File: src/rtl/sfir_pkg.sv
// Shared constants and payload types for the symmetric FIR filter.
// No dependencies; every other file of the block depends on this package.
`default_nettype none

package sfir_pkg;

  // Filter geometry
  localparam int TAPS        = 32;
  localparam int HALF_TAPS   = TAPS / 2;
  localparam int ADDR_W      = $clog2(TAPS);
  localparam int PAIR_W      = $clog2(HALF_TAPS);

  // Number formats
  localparam int SAMPLE_BITS = 16;
  localparam int COEF_BITS   = 16;
  localparam int FRAC_SHIFT  = COEF_BITS - 1;

  // Configuration port
  localparam int NUM_REGS    = 8;
  localparam int REG_SEL_W   = $clog2(NUM_REGS);
  localparam int CFG_IDX_W   = 4;
  localparam int CFG_DATA_W  = 32;

  // Digit-serial multiply: coefficient consumed DIGIT_W bits per cycle
  localparam int DIGIT_W     = 4;
  localparam int NUM_DIGITS  = COEF_BITS / DIGIT_W;
  localparam int DIGIT_CNT_W = $clog2(NUM_DIGITS);
  localparam int PRE_W       = SAMPLE_BITS + 1;
  localparam int PSH_W       = PRE_W + DIGIT_W * (NUM_DIGITS - 1);
  localparam int PROD_W      = PSH_W + DIGIT_W + 1;
  localparam int ACC_W       = PRE_W + COEF_BITS + PAIR_W + 1;
  localparam int RND_W       = ACC_W - FRAC_SHIFT;

  typedef logic signed [SAMPLE_BITS-1:0] sample_t;
  typedef logic signed [COEF_BITS-1:0]   coef_t;
  typedef logic [CFG_IDX_W-1:0]          cfg_idx_t;
  typedef logic [CFG_DATA_W-1:0]         cfg_data_t;

  localparam sample_t SAMPLE_MAX = {1'b0, {(SAMPLE_BITS-1){1'b1}}};
  localparam sample_t SAMPLE_MIN = {1'b1, {(SAMPLE_BITS-1){1'b0}}};

endpackage

`default_nettype wire

File: src/rtl/sfir_in_if.sv
// Input sample channel: valid/ready plus one signed sample per word.
// Depends on sfir_pkg.
`default_nettype none

interface sfir_in_if;
  logic             valid;
  logic             ready;
  sfir_pkg::sample_t sample_in;

  modport source (output valid, output sample_in, input ready);
  modport sink   (input valid, input sample_in, output ready);
endinterface

`default_nettype wire

File: src/rtl/sfir_out_if.sv
// Result channel: valid/ready plus filtered sample and saturation flag.
// Depends on sfir_pkg.
`default_nettype none

interface sfir_out_if;
  logic             valid;
  logic             ready;
  sfir_pkg::sample_t filtered;
  logic             saturated;

  modport source (output valid, output filtered, output saturated, input ready);
  modport sink   (input valid, input filtered, input saturated, output ready);
endinterface

`default_nettype wire

File: src/rtl/sfir_cfg_if.sv
// Configuration write channel: valid/ready, register index and write data.
// Depends on sfir_pkg.
`default_nettype none

interface sfir_cfg_if;
  logic               valid;
  logic               ready;
  sfir_pkg::cfg_idx_t  index;
  sfir_pkg::cfg_data_t data;

  modport source (output valid, output index, output data, input ready);
  modport sink   (input valid, input index, input data, output ready);
endinterface

`default_nettype wire

File: src/rtl/symmetric_fir_filter.sv
// Top level of the 32-tap symmetric FIR filter: delay line, coefficient
// registers and the digit-serial pre-add multiply-accumulate sequencer.
// Depends on sfir_pkg, sfir_in_if, sfir_out_if and sfir_cfg_if.
//
// Each input word is written into a 32-entry circular delay line (a memory
// with registered reads and one valid bit per entry, so it reads as zero
// after reset without a clearing pass). The filter then walks the 16 tap
// pairs: for each it reads the two mirrored samples, pre-adds them, and
// then applies the 16-bit coefficient four bits at a time through a 29x5
// multiplier into a 38-bit accumulator. After the last pair the sum is
// rounded and saturated into the output register, as soon as that register
// has been emptied; only then does the filter return to idle and accept
// the next sample, so no sample is taken while a sum is in progress.
// A pending result does not block the next sample. Coefficient writes are
// taken every cycle and should only be issued while the filter is idle.
`default_nettype none

module symmetric_fir_filter (
  input  wire         clk,
  input  wire         rst_n,
  sfir_in_if.sink     in_ch,
  sfir_out_if.source  out_ch,
  sfir_cfg_if.sink    cfg_ch
);
  import sfir_pkg::*;

  typedef enum logic [4:0] {
    S_IDLE  = 5'b00001,
    S_READ  = 5'b00010,
    S_PRE   = 5'b00100,
    S_MAC   = 5'b01000,
    S_ROUND = 5'b10000
  } state_t;

  state_t                   state_r, state_nxt;
  logic [ADDR_W-1:0]        head_r;
  logic [PAIR_W-1:0]        pair_r;
  logic [DIGIT_CNT_W-1:0]   digit_r;
  logic [CFG_DATA_W-1:0]    coef_r [NUM_REGS];

  sample_t                  hist_mem [TAPS];
  logic [TAPS-1:0]          hist_vld_r;
  sample_t                  rd_new_r, rd_old_r;
  logic                     rd_new_vld_r, rd_old_vld_r;

  logic signed [PSH_W-1:0]  pre_sh_r;
  logic [COEF_BITS-1:0]     coef_sh_r;
  logic signed [ACC_W-1:0]  acc_r;

  logic                     out_valid_r;
  sample_t                  filtered_r;
  logic                     sat_r;

  logic                     in_acc, out_free;
  logic                     last_pair, last_digit;
  logic [ADDR_W-1:0]        addr_new, addr_old;
  coef_t                    coef_sel;
  sample_t                  new_s, old_s;
  logic signed [PRE_W-1:0]  pre_sum;
  logic signed [DIGIT_W:0]  dig_s;
  logic signed [PROD_W-1:0] prod;
  logic signed [ACC_W-1:0]  rnd_sum;
  logic signed [RND_W-1:0]  y_full;
  logic                     ovf;

  // Handshakes
  assign in_ch.ready  = (state_r == S_IDLE);
  assign in_acc       = in_ch.valid && in_ch.ready;
  assign cfg_ch.ready = 1'b1;
  assign out_free     = !out_valid_r || out_ch.ready;

  assign last_pair  = (pair_r == PAIR_W'(HALF_TAPS - 1));
  assign last_digit = (digit_r == DIGIT_CNT_W'(NUM_DIGITS - 1));

  // Mirrored read addresses: newest side x[n-i], oldest side x[n-(TAPS-1-i)]
  assign addr_new = head_r - ADDR_W'(pair_r);
  assign addr_old = head_r + ADDR_W'(1) + ADDR_W'(pair_r);

  // Coefficient of the current pair: low half for even pairs, high for odd
  always_comb begin
    logic [CFG_DATA_W-1:0] word;
    word = coef_r[pair_r[PAIR_W-1:1]];
    coef_sel = pair_r[0] ? coef_t'(word[2*COEF_BITS-1:COEF_BITS])
                         : coef_t'(word[COEF_BITS-1:0]);
  end

  // Pre-add; entries never written read as zero
  assign new_s   = rd_new_vld_r ? rd_new_r : '0;
  assign old_s   = rd_old_vld_r ? rd_old_r : '0;
  assign pre_sum = PRE_W'(new_s) + PRE_W'(old_s);

  // Digit multiply: lower digits unsigned, top digit carries the sign
  assign dig_s = last_digit ? (DIGIT_W+1)'($signed(coef_sh_r[DIGIT_W-1:0]))
                            : $signed({1'b0, coef_sh_r[DIGIT_W-1:0]});
  assign prod  = PROD_W'(pre_sh_r) * PROD_W'(dig_s);

  // Round to nearest (ties up), then clamp
  assign rnd_sum = acc_r + (ACC_W'(1) <<< (FRAC_SHIFT - 1));
  assign y_full  = RND_W'(rnd_sum >>> FRAC_SHIFT);
  assign ovf     = (y_full[RND_W-1:SAMPLE_BITS-1] != '0) &&
                   (y_full[RND_W-1:SAMPLE_BITS-1] != '1);

  // Sequencer
  always_comb begin
    state_nxt = state_r;
    unique case (state_r)
      S_IDLE:  if (in_acc) state_nxt = S_READ;
      S_READ:  state_nxt = S_PRE;
      S_PRE:   state_nxt = S_MAC;
      S_MAC:   if (last_digit) state_nxt = last_pair ? S_ROUND : S_READ;
      S_ROUND: if (out_free) state_nxt = S_IDLE;
      default: state_nxt = S_IDLE;
    endcase
  end

  // Control registers
  always_ff @(posedge clk) begin
    if (!rst_n) begin
      state_r     <= S_IDLE;
      head_r      <= '0;
      pair_r      <= '0;
      digit_r     <= '0;
      hist_vld_r  <= '0;
      out_valid_r <= 1'b0;
    end else begin
      state_r <= state_nxt;
      if (in_acc) begin
        hist_vld_r[head_r] <= 1'b1;
        pair_r             <= '0;
      end
      if (state_r == S_PRE) digit_r <= '0;
      if (state_r == S_MAC) begin
        digit_r <= digit_r + DIGIT_CNT_W'(1);
        if (last_digit) pair_r <= pair_r + PAIR_W'(1);
      end
      if (state_r == S_ROUND && out_free) begin
        head_r      <= head_r + ADDR_W'(1);
        out_valid_r <= 1'b1;
      end else if (out_ch.ready) begin
        out_valid_r <= 1'b0;
      end
    end
  end

  // Coefficient registers
  always_ff @(posedge clk) begin
    if (!rst_n) begin
      for (int k = 0; k < NUM_REGS; k++) coef_r[k] <= '0;
    end else if (cfg_ch.valid && cfg_ch.index < CFG_IDX_W'(NUM_REGS)) begin
      coef_r[cfg_ch.index[REG_SEL_W-1:0]] <= cfg_ch.data;
    end
  end

  // Delay line memory and its valid bits at the read ports
  always_ff @(posedge clk) begin
    if (in_acc) hist_mem[head_r] <= in_ch.sample_in;
    if (state_r == S_READ) begin
      rd_new_r     <= hist_mem[addr_new];
      rd_old_r     <= hist_mem[addr_old];
      rd_new_vld_r <= hist_vld_r[addr_new];
      rd_old_vld_r <= hist_vld_r[addr_old];
    end
  end

  // Datapath: pre-add, digit shift registers, accumulator, output word
  always_ff @(posedge clk) begin
    if (in_acc) acc_r <= '0;
    if (state_r == S_PRE) begin
      pre_sh_r  <= PSH_W'(pre_sum);
      coef_sh_r <= coef_sel;
    end
    if (state_r == S_MAC) begin
      acc_r     <= acc_r + ACC_W'(prod);
      pre_sh_r  <= pre_sh_r <<< DIGIT_W;
      coef_sh_r <= coef_sh_r >> DIGIT_W;
    end
    if (state_r == S_ROUND && out_free) begin
      sat_r      <= ovf;
      filtered_r <= ovf ? (y_full[RND_W-1] ? SAMPLE_MIN : SAMPLE_MAX)
                        : sample_t'(y_full[SAMPLE_BITS-1:0]);
    end
  end

  assign out_ch.valid     = out_valid_r;
  assign out_ch.filtered  = filtered_r;
  assign out_ch.saturated = sat_r;

endmodule

`default_nettype wire

File: src/flat_wrapper.sv
// flat-port wrapper written by rule: the top's interface ports become plain ports
module symmetric_fir_filter_flat import sfir_pkg::*;
  (clk, rst_n, in_ch_valid, in_ch_sample_in, in_ch_ready, out_ch_valid, out_ch_filtered, out_ch_saturated, out_ch_ready, cfg_ch_valid, cfg_ch_index, cfg_ch_data, cfg_ch_ready);
  sfir_in_if in_ch_i ();
  sfir_out_if out_ch_i ();
  sfir_cfg_if cfg_ch_i ();
  input  wire clk;
  input  wire rst_n;
  input wire logic [$bits(in_ch_i.valid)-1:0] in_ch_valid;
  input wire logic [$bits(in_ch_i.sample_in)-1:0] in_ch_sample_in;
  output wire logic [$bits(in_ch_i.ready)-1:0] in_ch_ready;
  output wire logic [$bits(out_ch_i.valid)-1:0] out_ch_valid;
  output wire logic [$bits(out_ch_i.filtered)-1:0] out_ch_filtered;
  output wire logic [$bits(out_ch_i.saturated)-1:0] out_ch_saturated;
  input wire logic [$bits(out_ch_i.ready)-1:0] out_ch_ready;
  input wire logic [$bits(cfg_ch_i.valid)-1:0] cfg_ch_valid;
  input wire logic [$bits(cfg_ch_i.index)-1:0] cfg_ch_index;
  input wire logic [$bits(cfg_ch_i.data)-1:0] cfg_ch_data;
  output wire logic [$bits(cfg_ch_i.ready)-1:0] cfg_ch_ready;
  assign in_ch_i.valid = in_ch_valid;
  assign in_ch_i.sample_in = in_ch_sample_in;
  assign in_ch_ready = in_ch_i.ready;
  assign out_ch_valid = out_ch_i.valid;
  assign out_ch_filtered = out_ch_i.filtered;
  assign out_ch_saturated = out_ch_i.saturated;
  assign out_ch_i.ready = out_ch_ready;
  assign cfg_ch_i.valid = cfg_ch_valid;
  assign cfg_ch_i.index = cfg_ch_index;
  assign cfg_ch_i.data = cfg_ch_data;
  assign cfg_ch_ready = cfg_ch_i.ready;
  symmetric_fir_filter u_core (.clk(clk), .rst_n(rst_n), .in_ch(in_ch_i), .out_ch(out_ch_i), .cfg_ch(cfg_ch_i));
endmodule
File: config.mk
export PLATFORM = sky130hd
export DESIGN_NAME = symmetric_fir_filter_flat
export DESIGN_NICKNAME = d
export VERILOG_FILES = /design/src/rtl/sfir_pkg.sv /design/src/rtl/sfir_in_if.sv /design/src/rtl/sfir_out_if.sv /design/src/rtl/sfir_cfg_if.sv /design/src/rtl/symmetric_fir_filter.sv /design/src/flat_wrapper.sv
export SDC_FILE = /design/constraint.sdc
export NUM_CORES = 2
export LEC_CHECK = 0
export BUFFER_PORTS_ARGS = -buffer_cell sky130_fd_sc_hd__buf_2
export CAP_MARGIN = 5
export CORE_ASPECT_RATIO = 2
export CORE_MARGIN = 3
export CORE_UTILIZATION = 50
export CTS_CLUSTER_SIZE = 40
export DETAILED_ROUTE_END_ITERATION = 7
export GPL_ROUTABILITY_DRIVEN = 0
export PLACE_DENSITY = 0.66
export RECOVER_POWER = 25
export SLEW_MARGIN = 20
export SYNTH_ARGS = -nofsm -noshare
export SYNTH_HDL_FRONTEND = slang
export SYNTH_SLANG_ARGS = --single-unit
File: constraint.sdc
create_clock -name clk -period 7.3 [get_ports clk]
set_clock_uncertainty 0.05 [all_clocks]
set_input_delay 0.73 -clock clk [delete_from_list [all_inputs] [get_ports clk]]
set_output_delay 0.73 -clock clk [all_outputs]
set_load 0.05 [all_outputs]
Word-level counts from Yosys, hierarchy flattened. Memory sizes are Yosys's and may differ from the RTL's. A register that Yosys moved wholly into a read port is not among the register bits. Index checks and enable logic that the tools add are counted.

Register bits after elaboration: 151. Bits in writable memories: 768. Memories: 2. Bits of input ports: 57. Logic and storage cells: 96. Output and inout bits: 20.

Memories: u_core.hist_mem (words 32, bits a word 16, rd ports 2, clocked after memory_dff 2, write ports 1, line symmetric_fir_filter.sv:41) `sample_t hist_mem [TAPS];`; u_core.coef_r (words 8, bits a word 32, rd ports 1, clocked after memory_dff 1, write ports 8, line symmetric_fir_filter.sv:39) `logic [CFG_DATA_W-1:0] coef_r [NUM_REGS];`.

Reductions and logical operators: 13. $mul: 1. Bitwise logic cells: 1. Equal/unequal tests: 11. Add/sub/neg operators: 8. Multiplexer cells: 40. Order comparisons: 5.

Operator list (number): $mux W16 (5); $mux W38 (2); $mux W29 (2); $add A38 B16 Y38 const B (1); $add A38 B34 Y38 (1); $mul A29 B5 Y34 (1); $mux W32 (1); $or A32 B32 Y32 (1); $reduce_or A32 Y1 (1); $mux W5 (5); $pmux W5 S5 (1); $mux W12 (2); $lt A5 B6 Y1 const B (3); $add A16 B16 Y17 (1); $mux W1 (12); $mux W4 (3); $bmux W1 S5 (2); $ne A8 B8 Y1 const B (1); $reduce_bool A8 Y1 (1); $mux W3 (2); $reduce_bool A2 Y1 (3); $add A5 B1 Y5 const B (1); $add A5 B4 Y5 (1); $demux W1 S5 (1); other kinds (19) (25).

Depth between registers and ports, before layout.
Depth after elaboration: 7. Depth in mapped cells: 21. Depth with buffers taken out: 20.

Worst setup path before layout. Ideal clock, no wire load.

Path type: reg2reg. Start point: reg u_core.digit_r[0]. End point: reg u_core.acc_r[31] (data pin). Setup time: 0.266 ns. Cell stages (with the launch flop): 20. Arrival time: 4.995 ns. Required time: 6.984 ns. Setup slack: 1.989 ns. Path buffers: 1. Period minus slack after synthesis: 5.311 ns. Cell sequence: dfxtp_1 ha_1 nand2_1 clkbuf_1 or2_2 fa_1 fa_1 fa_1 inv_1 fa_1 ha_1 nor2b_4 o31a_1 o31a_1 o211ai_2 o211ai_2 a221o_4 a41oi_2 xor2_1 nor2_1.

Cells in the longest elaborated chain, start to end: 5.

RTL lines: start, declared (line symmetric_fir_filter.sv:38) `logic [DIGIT_CNT_W-1:0] digit_r;`; start signal, assigned (line symmetric_fir_filter.sv:133) `digit_r <= digit_r + DIGIT_CNT_W'(1);`; $eq A2 B2 Y1 (line symmetric_fir_filter.sv:73) `assign last_digit = (digit_r == DIGIT_CNT_W'(NUM_DIGITS - 1));`; $mux W5 (line symmetric_fir_filter.sv:93) `assign dig_s = last_digit ? (DIGIT_W+1)'($signed(coef_sh_r[DIGIT_W-1:0]))`; $mul A29 B5 Y34 (line symmetric_fir_filter.sv:95) `assign prod = PROD_W'(pre_sh_r) * PROD_W'(dig_s);`; $add A38 B34 Y38 (line symmetric_fir_filter.sv:173) `acc_r <= acc_r + ACC_W'(prod);`; $mux W38 (line symmetric_fir_filter.sv:172) `if (state_r == S_MAC) begin`; end signal, assigned (line symmetric_fir_filter.sv:173); end, declared (line symmetric_fir_filter.sv:48) `logic signed [ACC_W-1:0] acc_r;`.

Every way passes these cells. A chain may end at the register's enable or synchronous reset.

Worst setup path in the final report.
Start point: reg u_core.digit_r[1]. End point: reg u_core.acc_r[36] (data pin).

Same word-level chain as after synthesis.

==> metrics.txt <==
xor and xnor area share after synthesis=0.0119; final hold viol count=0; crit path launch type=flop; crit path from=u_core.digit_r[1]; row count=163; sequential fraction of the synthesis area=0.560; Syn Nets=3429; WP depth=18; HP Class=input pin to flop; All-Layer GR Usage=0.258; layout cell share with drive strength beyond 1=0.248; power share of the sequential group=0.422; die area=104000 sq um; clock buffer depth=3; largest net degree at the start of global routing=131; #FFs+latches synth=951; clock sink total=951; synth top area cells=edfxtp_1, mux4_2, fa_1, and2_1, ha_1; most frequent cells after synthesis=edfxtp_1, mux4_2, and2_1, inv_1, fa_1; async set-or-reset flop fraction in the synthesized netlist=0; antenna violations before repair=6; drt initial violations=2130; Tightest Pin Transition=1.37 ns; P_leak=0.0194 uW; placed inst area=52200 sq um; Final setup viols=0; Final Cycle Share=0.862; Buf/Inv on CP=1; CP most frequent cell=fa_1; # resized after CTS=0; CTS buffer count=86; First-pass DRT Iterations=5; Psw=4750 uW; Avg WL per Cell=28.7 um; leading area contributor after synthesis=edfxtp_1; Setup Fix Bufs, Post-CTS=0; # hold bufs at CTS=0; HPWL after DPL=89600 um; status=complete, no violations; worst setup path endpoint=u_core.acc_r[36]; Pins Over Slew Limit=0; synthesis-to-finish area growth=10.4%; via count=28200; vias in the first global route=31000; Clk network pwr share=0.312; Worst-path clk slew=0.07 ns; Avg Inst Size Synth=16.0 sq um; Worst Path Max Fanout=13; Int Pwr=10700 uW; data arrival time of the worst path=6.64 ns; Worst path top cell family by delay=adder cells; cell-by-cell listing of the critical path=ha_1 -> nand2_1 -> or2_2 -> fa_1 -> fa_1 -> fa_1 -> inv_1 -> fa_1 -> ha_1 -> a21oi_1 -> nor2b_1 -> a31o_2 -> o2111ai_1 -> a211oi_1 -> o2111ai_1 -> a21oi_1 -> o21ai_0 -> nor3b_1; global-route wire length before repair=196000 um; DIE WIDTH=230 um; port bufs=75; IO Pins=77; Tmin final=6.29 ns; sw frac=0.307; reg2reg end=u_core.acc_r[36]; Post-Syn Area=50000 sq um; post-synth top area share=0.537; Most used DFF post-synth=edfxtp_1; gate count of the mapped netlist=3129; combinational share of power=0.266; fin nets=3485; mux cell area share after synthesis=0.197; EDFF count, synth=894; Peak VDD IR=0.000214 V; Clock Tree Root=clkbuf_16; CTS tree=yes; Worst Path Required=7.64 ns; complex-gate fraction of the synthesized area=0.0344; Worst path slowest cell=a211oi_1; Worst R2R Setup Slack=1.01 ns; Critical Path Max Stage Delay=0.60 ns; Setup crit end kind=flop; DRT Wirelength=132000 um; relative slew slack=0.0854; most common cell in the netlist=edfxtp_1; Die Y=453 um; GRT Residual Overflow=0; main combinational cell family by area after synthesis=multiplexers; clk_lat worst skew=0.68 ns; vias per cell=6.17; Cell variety after synth=75; post-route setup TNS=0 ns; r2r startpoint=u_core.digit_r[1]; RSZ-0062 raised after global routing=no; PD cells=281 nW/um^2; final instance area=55200 sq um; critical path class=flop to flop; Synth Area in Simple Gates=0.0857; Initial Util=0.505; MaxCap Viol Count=0; Synth Area in Adders=0.0813; worst reg2reg path depth=18; htree depth=3; Antenna Nets Post-Route=0; Synth Warn #=0; Max Freq=159 MHz; DRC violations left=0; core area=98900 sq um
-- final cells by class --
cell class | instances | area, sq um
Timing Repair Buffer | 144 | 956
Clock buffer | 116 | 2410
Tap cell | 1320 | 1650
Inverter | 205 | 769
Sequential cell | 951 | 28000
Multi-Input combinational cell | 1797 | 20800
Antenna cell | 2 | 5.00
Fill cell | 7670 | 43800
Clock inverter | 43 | 564
-- power by group through the flow --
stage | clock network (uW) | logic, uW | registers (uW)
finish | 4840 | 4110 | 6530
global route | 5120 | 4640 | 6550
CTS | 4910 | 4150 | 6530
detailed placement | 0 | 4110 | 6650
global placement | 0 | 4040 | 6630
floorplan | 0 | 3080 | 6520
-- flip-flops by register name, indices dropped and copies added (netlist names) --
register                 count
u_core.hist_mem            512
u_core.coef_r              256
u_core.acc_r                38
u_core.hist_vld_r           32
u_core.pre_sh_r             29
u_core.coef_sh_r            16
u_core.out_ch.filtered      16
u_core.rd_new_r             16
u_core.rd_old_r             16
u_core.head_r                5
u_core.state_r               5
u_core.pair_r                4
u_core.digit_r               2
u_core.out_ch.saturated      1
u_core.out_ch.valid          1
u_core.rd_new_vld_r          1
u_core.rd_old_vld_r          1
-- cells by family after synthesis --
logic type,Yosys count
DFF,951
adders and majority gates,243
buffers and inverters,381
AOI/OAI and AO/OA,251
other,1
xor gates and xnor gates,68
and+or+nand+nor,780
muxes,454
-- per-layer routing --
layer / global-route usage / routed length (um) / vias to the layer above
li1: - / - / 12000
met5: 0 / 15 / -
met3: 0.0378 / 6600 / 369
met1: 0.255 / 40800 / 14800
met4: 0.143 / 8420 / 4
met2: 0.507 / 75700 / 1073
-- worst reg2reg max path, delay by kind of cell (launching register included) --
family	cells	cell delay, ns
adders and majority gates	6	2.52
DFF	1	0.36
AOI/OAI and AO/OA	7	1.86
and+or+nand+nor	4	1.19
buffers and inverters	1	0.05
-- how the worst min path moves through the flow --
stage / startpoint / to / slack (ns) / depth (start not counted)
5_1_grt: cfg_ch_data[1] / u_core.coef_r[1][1] / 0.33 / 2
3_5_place_dp: u_core.coef_sh_r[15] / u_core.coef_sh_r[15] / 0.41 / 2
6_report: cfg_ch_data[20] / u_core.coef_r[3][20] / 0.34 / 2
4_1_cts: cfg_ch_data[20] / u_core.coef_r[3][20] / 0.29 / 2
3_3_place_gp: u_core.coef_sh_r[14] / u_core.coef_sh_r[14] / 0.40 / 2
2_1_floorplan: u_core.coef_sh_r[12] / u_core.coef_sh_r[12] / 0.39 / 2
-- metrics by stage --
step	power (uW)	worst slack (ns)	hold slack [ns]	utilization	instances
2_1_floorplan	9600	1.99	0.387	-	3129
3_3_place_gp	10700	0.965	0.396	0.527	4416
3_5_place_dp	10800	0.994	0.407	0.527	4416
4_1_cts	15600	0.987	0.295	0.557	4575
5_1_grt	16300	0.705	0.331	0.558	4577
6_report	15500	1.01	0.342	0.558	4578
-- placed cells by master, fill, tap and decap left out, drive strengths merged, types with 4 or more instances in the layout --
master	count
nor2b	10
buf	128
a211oi	9
nor2	126
nand2	117
ha	107
nor3	23
or2	4
bufinv	13
o211ai	8
xnor2	39
clkbuf	132
and3	12
fa	136
inv	208
and2	409
o21ai	39
nand2b	15
nand3b	5
mux2	34
a21o	39
a21oi	70
mux4	420
xor2	29
edfxtp	894
dfxtp	57
nand4	7
o21a	43
clkinv	26
a31oi	8
nand3	27
or3	13
a21boi	6
Power figures use the tool's default switching activity.
